==> config.mk <==
export PLATFORM = sky130hd
export DESIGN_NAME = waypoint_guidance_step
export DESIGN_NICKNAME = d
export VERILOG_FILES = /design/src/sv/wpg_pkg.sv /design/src/sv/waypoint_guidance_step.sv /design/src/sv/wpg_ctrl.sv /design/src/sv/wpg_dp.sv
export SDC_FILE = /design/constraint.sdc
export NUM_CORES = 2
export LEC_CHECK = 0
export BUFFER_PORTS_ARGS = -buffer_cell sky130_fd_sc_hd__buf_4
export CORE_ASPECT_RATIO = 0.6
export CORE_MARGIN = 5
export CORE_UTILIZATION = 45
export CTS_BUF_LIST = sky130_fd_sc_hd__clkbuf_4 sky130_fd_sc_hd__clkbuf_8
export DETAILED_ROUTE_END_ITERATION = 8
export HOLD_SLACK_MARGIN = 0.06
export SKIP_LAST_GASP = 1
export SLEW_MARGIN = 10
export SYNTH_ARGS = -nofsm -noshare
export SYNTH_HDL_FRONTEND = slang
export SYNTH_SLANG_ARGS = --single-unit
==> constraint.sdc <==
create_clock -name clk -period 15.5 [get_ports clk]
set_input_delay 0.775 -clock clk [delete_from_list [all_inputs] [get_ports clk]]
set_output_delay 0.775 -clock clk [all_outputs]
set_load 0.01 [all_outputs]
==> src/sv/wpg_pkg.sv <==
// ----------------------------------------------------------------------------
// wpg_pkg
// Shared types, constants and the arctangent table for waypoint guidance.
// ----------------------------------------------------------------------------
package wpg_pkg;

  localparam int CORDIC_STEPS = 16;
  localparam int IterW = $clog2(CORDIC_STEPS + 1);
  localparam logic [31:0] K_Q32 = 32'd2608131496;

  localparam logic [2:0] REG_MODE   = 3'd0;
  localparam logic [2:0] REG_DIST   = 3'd1;
  localparam logic [2:0] REG_TURN   = 3'd2;
  localparam logic [2:0] REG_RADIUS = 3'd3;
  localparam logic [2:0] REG_DEST_X = 3'd4;
  localparam logic [2:0] REG_DEST_Y = 3'd5;

  localparam logic [1:0] MODE_GOTO  = 2'd1;
  localparam logic [1:0] MODE_ORBIT = 2'd2;

  localparam logic CMD_LOAD = 1'b0;

  typedef struct packed {
    logic               cmd;
    logic signed [31:0] load_x;
    logic signed [31:0] load_y;
    logic        [15:0] load_heading;
  } wpg_in_t;

  typedef struct packed {
    logic signed [31:0] pos_x;
    logic signed [31:0] pos_y;
    logic        [15:0] heading;
  } wpg_out_t;

  typedef enum logic [3:0] {
    ST_IDLE,
    ST_LOAD,
    ST_VEC_INIT,
    ST_VEC_ITER,
    ST_TURN,
    ST_ROT_INIT,
    ST_ROT_MUL,
    ST_ROT_ITER,
    ST_FINISH,
    ST_OUT
  } wpg_state_t;

  typedef struct packed {
    logic load;
    logic vec_init;
    logic vec_iter;
    logic turn;
    logic rot_init;
    logic rot_mul;
    logic rot_iter;
    logic finish;
  } wpg_cmd_t;

  typedef struct packed {
    logic iter_last;
    logic at_dest;
  } wpg_status_t;

  function automatic logic [31:0] atan_lut(input logic [4:0] i);
    logic [31:0] r;
    case (i)
      5'd0:  r = 32'h20000000;
      5'd1:  r = 32'h12E4051E;
      5'd2:  r = 32'h09FB385B;
      5'd3:  r = 32'h051111D4;
      5'd4:  r = 32'h028B0D43;
      5'd5:  r = 32'h0145D7E1;
      5'd6:  r = 32'h00A2F61E;
      5'd7:  r = 32'h00517C55;
      5'd8:  r = 32'h0028BE53;
      5'd9:  r = 32'h00145F2F;
      5'd10: r = 32'h000A2F98;
      5'd11: r = 32'h000517CC;
      5'd12: r = 32'h00028BE6;
      5'd13: r = 32'h000145F3;
      5'd14: r = 32'h0000A2FA;
      5'd15: r = 32'h0000517D;
      5'd16: r = 32'h000028BE;
      5'd17: r = 32'h0000145F;
      5'd18: r = 32'h00000A2F;
      5'd19: r = 32'h00000517;
      5'd20: r = 32'h0000028B;
      5'd21: r = 32'h00000146;
      5'd22: r = 32'h000000A3;
      5'd23: r = 32'h00000051;
      default: r = 32'h0;
    endcase
    return r;
  endfunction

endpackage

==> src/sv/waypoint_guidance_step.sv <==
// ----------------------------------------------------------------------------
// waypoint_guidance_step
// One time step of turn-rate-limited 2-D waypoint guidance.
// ----------------------------------------------------------------------------
// Input channel (in_valid/in_stall/in_data): a load transaction sets position
// and heading; an advance transaction moves the vehicle one step in the mode
// held in the configuration registers. Each transaction gives one result on
// the output channel (out_valid/out_stall/out_data): position and heading.
// Go-to runs a 16-step CORDIC vectoring pass for the bearing (skipped when
// already on the destination), then a 16-step rotation pass for the move;
// free flight and orbit run the rotation pass only. Both passes share the
// one CORDIC unit, one step a cycle. One transaction is in work at a time:
// a new one is taken only back in idle. Configuration is written through
// cfg_we, cfg_index and cfg_data; the user must write it only while idle,
// as the block itself does not enforce this. Synchronous reset clears state,
// position, heading and configuration registers (orbit radius 256). While
// out_stall is high the result holds and no new transaction is taken.
// ----------------------------------------------------------------------------
module waypoint_guidance_step
  import wpg_pkg::*;
(
  input  logic        clk,
  input  logic        rst,
  input  logic        in_valid,
  output logic        in_stall,
  input  wpg_in_t     in_data,
  output logic        out_valid,
  input  logic        out_stall,
  output wpg_out_t    out_data,
  input  logic        cfg_we,
  input  logic [2:0]  cfg_index,
  input  logic [31:0] cfg_data
);

  logic [1:0]  flight_mode;
  logic [15:0] step_distance;
  logic [14:0] turn_step;
  logic [23:0] orbit_radius;
  logic signed [31:0] dest_x, dest_y;
  wpg_cmd_t    ctl;
  wpg_status_t status;

  always_ff @(posedge clk) begin
    if (rst) begin
      flight_mode <= '0;
      step_distance <= '0;
      turn_step <= '0;
      orbit_radius <= 24'd256;
      dest_x <= '0;
      dest_y <= '0;
    end else if (cfg_we) begin
      case (cfg_index)
        REG_MODE:   flight_mode <= cfg_data[1:0];
        REG_DIST:   step_distance <= cfg_data[15:0];
        REG_TURN:   turn_step <= cfg_data[14:0];
        REG_RADIUS: orbit_radius <= cfg_data[23:0];
        REG_DEST_X: dest_x <= cfg_data;
        REG_DEST_Y: dest_y <= cfg_data;
        default: ;
      endcase
    end
  end

  wpg_ctrl u_ctrl (
    .clk, .rst, .in_valid, .in_cmd(in_data.cmd), .mode(flight_mode),
    .out_stall, .status, .in_stall, .out_valid, .ctl
  );

  wpg_dp u_dp (
    .clk, .rst, .in_data, .ctl, .mode(flight_mode), .step_distance,
    .turn_step, .orbit_radius, .dest_x, .dest_y, .status, .out_data
  );

endmodule

==> src/sv/wpg_ctrl.sv <==
// ----------------------------------------------------------------------------
// wpg_ctrl
// Sequencer: walks one transaction through load, bearing, turn and move.
// ----------------------------------------------------------------------------
module wpg_ctrl
  import wpg_pkg::*;
(
  input  logic        clk,
  input  logic        rst,
  input  logic        in_valid,
  input  logic        in_cmd,
  input  logic [1:0]  mode,
  input  logic        out_stall,
  input  wpg_status_t status,
  output logic        in_stall,
  output logic        out_valid,
  output wpg_cmd_t    ctl
);

  wpg_state_t state, state_next;

  always_ff @(posedge clk) begin
    if (rst) begin
      state <= ST_IDLE;
    end else begin
      state <= state_next;
    end
  end

  always_comb begin
    state_next = state;
    case (state)
      ST_IDLE: begin
        if (in_valid) begin
          if (in_cmd == CMD_LOAD) state_next = ST_LOAD;
          else if (mode == MODE_GOTO) state_next = ST_VEC_INIT;
          else state_next = ST_ROT_INIT;
        end
      end
      ST_LOAD:     state_next = ST_OUT;
      ST_VEC_INIT: state_next = status.at_dest ? ST_TURN : ST_VEC_ITER;
      ST_VEC_ITER: if (status.iter_last) state_next = ST_TURN;
      ST_TURN:     state_next = ST_ROT_INIT;
      ST_ROT_INIT: state_next = ST_ROT_MUL;
      ST_ROT_MUL:  state_next = ST_ROT_ITER;
      ST_ROT_ITER: if (status.iter_last) state_next = ST_FINISH;
      ST_FINISH:   state_next = ST_OUT;
      ST_OUT:      if (!out_stall) state_next = ST_IDLE;
      default:     state_next = ST_IDLE;
    endcase
  end

  always_comb begin
    ctl = '0;
    in_stall = (state != ST_IDLE);
    out_valid = (state == ST_OUT);
    ctl.load = (state == ST_IDLE) && in_valid && (in_cmd == CMD_LOAD);
    ctl.vec_init = (state == ST_VEC_INIT);
    ctl.vec_iter = (state == ST_VEC_ITER);
    ctl.turn = (state == ST_TURN);
    ctl.rot_init = (state == ST_ROT_INIT);
    ctl.rot_mul = (state == ST_ROT_MUL);
    ctl.rot_iter = (state == ST_ROT_ITER);
    ctl.finish = (state == ST_FINISH);
  end

endmodule

==> src/sv/wpg_dp.sv <==
// ----------------------------------------------------------------------------
// wpg_dp
// Datapath: state registers and one shared CORDIC for bearing and motion.
// ----------------------------------------------------------------------------
module wpg_dp
  import wpg_pkg::*;
(
  input  logic        clk,
  input  logic        rst,
  input  wpg_in_t     in_data,
  input  wpg_cmd_t    ctl,
  input  logic [1:0]  mode,
  input  logic [15:0] step_distance,
  input  logic [14:0] turn_step,
  input  logic [23:0] orbit_radius,
  input  logic signed [31:0] dest_x,
  input  logic signed [31:0] dest_y,
  output wpg_status_t status,
  output wpg_out_t    out_data
);

  logic signed [31:0] cur_x, cur_y;
  logic [15:0] cur_heading;
  // 33-bit deltas scaled by 2^16 plus CORDIC growth
  logic signed [51:0] cx, cy;
  logic signed [32:0] cz;
  logic [IterW-1:0] iter;
  logic [23:0] mag;
  logic [15:0] want;

  logic signed [32:0] ddx, ddy;
  logic signed [51:0] sx, sy;
  logic [31:0] at;
  logic [4:0] iter5;
  logic orbit;

  assign orbit = (mode == MODE_ORBIT);
  assign ddx = 33'(dest_x) - 33'(cur_x);
  assign ddy = 33'(dest_y) - 33'(cur_y);
  assign status.at_dest = (ddx == '0) && (ddy == '0);
  assign status.iter_last = (iter == IterW'(CORDIC_STEPS - 1));
  assign iter5 = 5'(iter);
  assign at = atan_lut(iter5);
  assign sx = cx >>> iter;
  assign sy = cy >>> iter;

  // turn toward bearing
  logic [15:0] dh;
  logic signed [16:0] d;
  logic [15:0] ad;
  logic [15:0] turn_hd;
  always_comb begin
    dh = want - cur_heading;
    d = {1'b0, dh};
    if (dh > 16'd32768) d = {1'b1, dh};
    if (dh == 16'd32768 && want < cur_heading) d = -17'sd32768;
    ad = d[16] ? 16'(-d) : 16'(d);
    if (ad > {1'b0, turn_step}) begin
      turn_hd = d[16] ? cur_heading - {1'b0, turn_step}
                      : cur_heading + {1'b0, turn_step};
    end else begin
      turn_hd = want;
    end
  end

  // rounded offsets and saturated sums
  logic signed [35:0] ox, oy;
  logic signed [36:0] nx, ny;
  logic signed [31:0] bx, by;
  assign ox = 36'((cx + 52'sd32768) >>> 16);
  assign oy = 36'((cy + 52'sd32768) >>> 16);
  assign bx = orbit ? dest_x : cur_x;
  assign by = orbit ? dest_y : cur_y;
  assign nx = 37'(bx) + 37'(ox);
  assign ny = 37'(by) + 37'(oy);

  function automatic logic signed [31:0] sat(input logic signed [36:0] v);
    if (v > 37'sd2147483647) return 32'sh7FFFFFFF;
    if (v < -37'sd2147483648) return 32'sh80000000;
    return v[31:0];
  endfunction

  logic [31:0] ra;
  assign ra = {cur_heading, 16'h0};

  // magnitude*K with 16 extra fraction bits; at most 24x32 bits
  logic [55:0] mag_k;
  logic signed [51:0] start_x;
  logic rot_flip;
  assign mag_k = 56'(mag) * 56'(K_Q32);
  assign start_x = 52'(mag_k >> 16);
  assign rot_flip = (ra >= 32'h40000000) && (ra < 32'hC0000000);

  always_ff @(posedge clk) begin
    if (rst) begin
      cur_x <= '0;
      cur_y <= '0;
      cur_heading <= '0;
    end else begin
      if (ctl.load) begin
        cur_x <= in_data.load_x;
        cur_y <= in_data.load_y;
        cur_heading <= in_data.load_heading;
      end
      if (ctl.turn) cur_heading <= turn_hd;
      if (ctl.rot_init && orbit) cur_heading <= cur_heading + {1'b0, turn_step};
      if (ctl.finish) begin
        cur_x <= sat(nx);
        cur_y <= sat(ny);
      end
    end
  end

  always_ff @(posedge clk) begin
    if (ctl.vec_init) begin
      iter <= '0;
      want <= '0;
      if (ddx < 0) begin
        cx <= -(52'(ddx) <<< 16);
        cy <= -(52'(ddy) <<< 16);
        cz <= 33'sh080000000;
      end else begin
        cx <= 52'(ddx) <<< 16;
        cy <= 52'(ddy) <<< 16;
        cz <= '0;
      end
    end
    if (ctl.vec_iter) begin
      iter <= iter + 1'b1;
      if (cy >= 0) begin
        cx <= cx + sy; cy <= cy - sx; cz <= cz + 33'(at);
      end else begin
        cx <= cx - sy; cy <= cy + sx; cz <= cz - 33'(at);
      end
      if (status.iter_last) want <= 16'((cy >= 0 ? cz + 33'(at) : cz - 33'(at))
                                        + 33'sh8000 >>> 16);
    end
    if (ctl.rot_init) begin
      mag <= orbit ? orbit_radius : 24'(step_distance);
    end
    if (ctl.rot_mul) begin
      iter <= '0;
      cx <= rot_flip ? -start_x : start_x;
      cy <= '0;
      if (rot_flip) begin
        cz <= 33'($signed(ra - 32'h80000000));
      end else begin
        cz <= 33'($signed(ra));
      end
    end
    if (ctl.rot_iter) begin
      iter <= iter + 1'b1;
      if (cz >= 0) begin
        cx <= cx - sy; cy <= cy + sx; cz <= cz - 33'(at);
      end else begin
        cx <= cx + sy; cy <= cy - sx; cz <= cz + 33'(at);
      end
    end
  end

  assign out_data.pos_x = cur_x;
  assign out_data.pos_y = cur_y;
  assign out_data.heading = cur_heading;

endmodule
# After elaboration in Yosys (flattened, before gate mapping)
# Memories as Yosys holds them, arrays and structs flattened. A register that Yosys moved wholly into a read port is not among the register bits.
# Cells that the tools add are included.
[word_totals] input_bits=121 reg_bits=387 memories=1 mem_bits_ro=960 out_inout_bits=82 wordCells=176
[memory_table] name="(no name shown)" depth=32 word_bits=30 read_ports=1 rd_ports_with_merged_regs=1 wr=0 line="wpg_pkg.sv:67" text="case (i)"
[op_classes] bitwise=1 n_mux=76 multipliers=1 shifts=2 eq_ne=22 reduce_logical=22 add_sub_neg=22 magnitude_cmp=12
[op_table] cell="52-bit 2-to-1 mux" count=15
[op_table] cell="32-bit 2-to-1 mux" count=15
[op_table] cell="33-bit 2-to-1 mux" count=7
[op_table] cell="16-bit 2-to-1 mux" count=10
[op_table] cell="52-bit by 17-bit adder with 52-bit output (second input constant)" count=2
[op_table] cell="52-bit adder" count=2
[op_table] cell="49-bit negation with 52-bit output" count=2
[op_table] cell="52-bit by 5-bit >>> shifter with 52-bit output" count=2
[op_table] cell="52-bit subtractor" count=2
[op_table] cell="32-bit by 36-bit adder with 37-bit output" count=2
[op_table] cell="37-bit by 32-bit > comparator with 1-bit output (second input constant)" count=2
[op_table] cell="37-bit by 32-bit < comparator with 1-bit output (second input constant)" count=2
[op_table] cell="33-bit zero test" count=2
[op_table] cell="32-bit by 32-bit subtractor with 33-bit output" count=2
[op_table] cell="24-bit by 29-bit multiplier with 53-bit output (second input constant)" count=1
[op_table] cell="52-bit by 1-bit greater-or-equal comparator with 1-bit output (second input constant)" count=1
[op_table] cell="40-bit negation with 52-bit output" count=1
[op_table] cell="4-bit case mux with 9 select lines" count=1
[op_table] cell="17-bit 2-to-1 mux" count=2
[op_table] cell="33-bit by 32-bit adder with 33-bit output" count=1
[op_table] cell="33-bit by 1-bit greater-or-equal comparator with 1-bit output (second input constant)" count=1
[op_table] cell="33-bit by 1-bit < comparator with 1-bit output (second input constant)" count=1
[op_table] cell="33-bit by 32-bit subtractor with 33-bit output" count=1
[op_table] cell="32-bit by 16-bit adder with 32-bit output (second input constant)" count=1
[op_table] cell="other kinds (38)" count=80

# Depth between registers and ports, before layout
[logic_depth] ltp_word=13 depth_mapped=31 depth_no_buf=29

# By module
# Synthesis repeated with hierarchy kept, for this count alone.
[hier_totals] cells_unflattened=8863 hier_area_um2=68993.7
[modules_own_cells] module="wpg_dp" seq_area_each_um2=7507.2 area_per_inst_um2=63629.8 n_inst=1 cells_per_inst=8361
[modules_own_cells] module="waypoint_guidance_step" seq_area_each_um2=2422.3 area_per_inst_um2=4937.2 n_inst=1 cells_per_inst=440
[modules_own_cells] module="wpg_ctrl" seq_area_each_um2=80.1 area_per_inst_um2=426.7 n_inst=1 cells_per_inst=62

# Worst setup path before layout
# Ideal clock, no wire load.
[synth_path] path_type="reg-to-reg" startpoint="reg u_dp.mag[12]" endpoint="reg u_dp.cx[36], data pin" n_path_buf=1 stages_incl_launch_ff=29 required_ps=15244 setup_slack_ps=7536 setup_ps=256 arrival_ps=7708 period_less_slack_ps=7964 path_cell_list="edfxtp_1 > ha_1 > inv_1 > fa_1 > inv_1 > fa_1 > inv_1 > fa_1 > inv_1 > fa_1 > fa_1 > inv_1 > fa_1 > inv_1 > ha_1 > a21o_1 > a21o_1 > a2111oi_4 > a2bb2oi_4 > nand2_2 > xnor2_4 > o211ai_2 > nor4b_4 > nand2_2 > or4_1 > buf_2 > or3b_1 > mux2i_1 > o211a_1"
[synth_between] elab_chain_len=5
[synth_rtl] element="from (decl)" line="wpg_dp.sv:28" text="logic [23:0] mag;"
[synth_rtl] element="from (signal assigned)" line="wpg_dp.sv:139" text="mag <= orbit ? orbit_radius : 24'(step_distance);"
[synth_rtl] element="24-bit by 29-bit multiplier with 53-bit output *" line="wpg_dp.sv:90" text="assign mag_k = 56'(mag) * 56'(K_Q32);"
[synth_rtl] element="40-bit negation with 52-bit output" line="wpg_dp.sv:143" text="cx <= rot_flip ? -start_x : start_x;"
[synth_rtl] element="52-bit 2-to-1 mux *" line="wpg_dp.sv:143"
[synth_rtl] element="52-bit 2-to-1 mux *" line="wpg_dp.sv:141" text="if (ctl.rot_mul) begin"
[synth_rtl] element="52-bit 2-to-1 mux *" line="wpg_dp.sv:151" text="if (ctl.rot_iter) begin"
[synth_rtl] element="to (signal assigned)" line="wpg_dp.sv:143"
[synth_rtl] element="to (signal assigned)" line="wpg_dp.sv:154" text="cx <= cx - sy; cy <= cy + sx; cz <= cz - 33'(at);"
[synth_rtl] element="to (signal assigned)" line="wpg_dp.sv:156" text="cx <= cx + sy; cy <= cy - sx; cz <= cz + 33'(at);"
[synth_rtl] element="to (decl)" line="wpg_dp.sv:25" text="logic signed [51:0] cx, cy;"
# Every way passes the cells marked *; elsewhere a longest branch is shown, timed or not.
# A chain may end at the register's enable or synchronous reset.

# Worst setup path in the final report
[layout_path] startpoint="reg u_dp.mag[4]" endpoint="reg u_dp.cx[47], data pin"
[layout_between] elab_chain_len=5
[layout_rtl] element="24-bit by 29-bit multiplier with 53-bit output" line="wpg_dp.sv:90"
[layout_rtl] element="40-bit negation with 52-bit output" line="wpg_dp.sv:143"
[layout_rtl] element="52-bit 2-to-1 mux" line="wpg_dp.sv:143"
[layout_rtl] element="52-bit 2-to-1 mux" line="wpg_dp.sv:141"
[layout_rtl] element="52-bit 2-to-1 mux" line="wpg_dp.sv:151"
# Every way passes these cells.

==> flow_metrics.tcl <==
set metrics [dict create \
    seqCellArea_um2 10010 \
    syn-cell-area_um2 66840 \
    synthToLayoutAreaGrowth_pct 7.372 \
    critPathSlowestCell "or4_1" \
    worst_slew_pin_slew_ns 1.305 \
    drtPass1Iterations 6 \
    drc 0 \
    hold_path_depth 3 \
    grt_usage_pct 35.38 \
    path_delay_family "adder cells" \
    yosys-top-cells-count "inv_1 (878), nand2_1 (814), a21oi_1 (802)" \
    rrSetupSlack_ns 6.33 \
    grt_antenna_before_repair 16 \
    die_h_um 308.5 \
    core_um2 147400 \
    ant_nets 0 \
    skew_ns 0.05955 \
    synthTopCellsByArea "ha_1 (13%), fa_1 (9.0%), dfxtp_1 (7.5%)" \
    slowest_delay_ns 0.71 \
    cp-end-kind "flop" \
    clock_latency_ns 0.86 \
    status "completed" \
    drive_gt1_share_pct 8.443 \
    syn_area_per_cell_um2 7.758 \
    synthCells 8615 \
    crit_arrival_ns 9.76 \
    multi_input_area_um2 51890 \
    postSynthNetCount 9753 \
    grt_overflow 0 \
    cts_buffers 80 \
    grt_pass1_vias 61500 \
    start_util_pct 45.34 \
    cts_max_level 3 \
    cts.path.max_buffers 3 \
    num-fill-cells 14730 \
    synth_edf_count 166 \
    relSlewSlack_pct 12.81 \
    ff2ff_path_depth 26 \
    grt_pass1_wl_mm 417.4 \
    max_cap_viol_count 0 \
    drv_slew 0 \
    wl_per_cell_um 27.11 \
    worstPathMaxFanout 9 \
    setup-violations-final 0 \
    synth-seq-area-share_pct 14.98 \
    hold_path_end "dest_x[25]$_SDFFE_PP0P_" \
    critPathBufInv 6 \
    hold_path.class "input port to flop" \
    rsz0062_at_grt "no" \
    via_count 66700 \
    path_clk_slew_ns 0.07 \
    wl_mm 287.1 \
    synth_flop_cell "dfxtp_1" \
    cts_setup_buffers 0 \
    synth-seq-cells 417 \
    critPathRequiredTime_ns 16.10 \
    cts-resized-gates 0 \
    root_buffer "clkbuf_8" \
    nets 9660 \
    cts.sinks 417 \
    place.gp.congestion 1.034 \
    setup-tns-final_ns 0 \
    ys_types 117 \
    reg2reg_to "u_dp.cx[47]$_DFFE_PN_" \
    path_class "flop to flop" \
    cts_tree "built" \
    ioPinCount 203 \
    port-buffer-count 202 \
    cp.depth 26 \
    post-synth-top-area-cell "ha_1" \
    die_area_um2 156600 \
    row_count 109 \
    final-hold-violation-count 0 \
    yosys_warnings 0 \
    hold_path.startpoint "cfg_data[25]" \
    synthArstFlopShare_pct 0 \
    fmax_mhz 109.1 \
    rr_startpoint "u_dp.mag[4]$_DFFE_PP_" \
    start_kind "flop" \
    drtIter0Drc 8430 \
    die_x_um 507.5 \
    via_per_inst 6.297 \
    hpwl_mm 232.2 \
    yosys.area.top_type_share_pct 13.38 \
    period_share_pct 59.15 \
    ctsHoldBuffers 0 \
    period_minus_slack_ns 9.169 \
    synth_most_common_cell "inv_1" \
    crit_start "u_dp.mag[4]$_DFFE_PP_" \
    grt_max_degree 109 \
]
-- sequential cells by signal (all words and copies together), names as in the netlist, 24 cells and up --
register and count:
dest_y 32, dest_x 32, u_dp.cx 52, u_dp.cur_x 32, u_dp.cz 33, u_dp.at 30, u_dp.cy 52, u_dp.mag 24
u_dp.cur_y 32, orbit_radius 24
-- routing by layer --
metal / GRT usage (%) / vias up / share of wire, %
met1: 52.01 / 32450 / 45
met2: 49.10 / 3472 / 39
met3: 10.73 / 471 / 12
met5: 0.9161 / - / 0.10
li1: - / 30300 / -
met4: 10.90 / 14 / 3.6
-- worst max path at each step --
stage                            endpoint
detailed placement  u_dp.cx[47]$_DFFE_PN_
CTS                 u_dp.cx[47]$_DFFE_PN_
finish              u_dp.cx[47]$_DFFE_PN_
global route        u_dp.cx[47]$_DFFE_PN_
global placement    u_dp.cx[47]$_DFFE_PN_
floorplan           u_dp.cx[36]$_DFFE_PN_
-- cell usage in the layout (no fill, tap or decap), types with 155 or more instances in the layout --
| master | count |
|---|---|
| a21o_1 | 205 |
| xnor2_1 | 369 |
| buf_4 | 275 |
| mux2i_1 | 189 |
| dfxtp_1 | 251 |
| inv_1 | 876 |
| a21oi_1 | 800 |
| o21ai_0 | 523 |
| nand2_1 | 812 |
| nor2_1 | 720 |
| xor2_1 | 165 |
| fa_1 | 302 |
| ha_1 | 715 |
| nand3_1 | 155 |
| edfxtp_1 | 166 |
-- cells by family after synthesis --
kind of cell    after synthesis  share of synthesized area (%)
flops                       417                          14.98
fa+ha+maj                  1017                          22.43
buf+inv                    1344                          7.589
xor+xnor                    538                          7.089
simple gates               2366                          16.24
compound gates             2576                          24.85
mux                         357                          6.823
-- through the flow --
step	std cells	cell area [um2]	hold WS, ns	util, %	setup slack (ns)
after floorplan	8615	66840	0.4317	-	7.536
after global placement	10440	69850	0.4378	47.38	6.498
after detailed placement	10440	69850	0.4453	47.38	6.400
after CTS	10590	71750	0.1310	48.66	6.460
after global routing	10590	71760	0.1498	48.68	5.846
final	10590	71770	0.1950	48.68	6.331
-- final cells by class --
type | count | area share, %
diodes | 8 | 0.02790
clock buffers | 111 | 1.954
clock inverters | 36 | 0.6922
inverters | 892 | 4.674
multi-input cells | 6854 | 72.30
flip-flops and latches | 417 | 13.95
well taps | 1998 | 3.483
repair buffers | 277 | 2.920
-- worst min-delay path: stages --
cell and delay (ns):
buf_4 0.13, nand2_1 0.05, a21oi_1 0.05
Power is left out: the tool's default activity adds up to more than one toggle a clock period on the data nets, which glitch-free logic cannot reach.
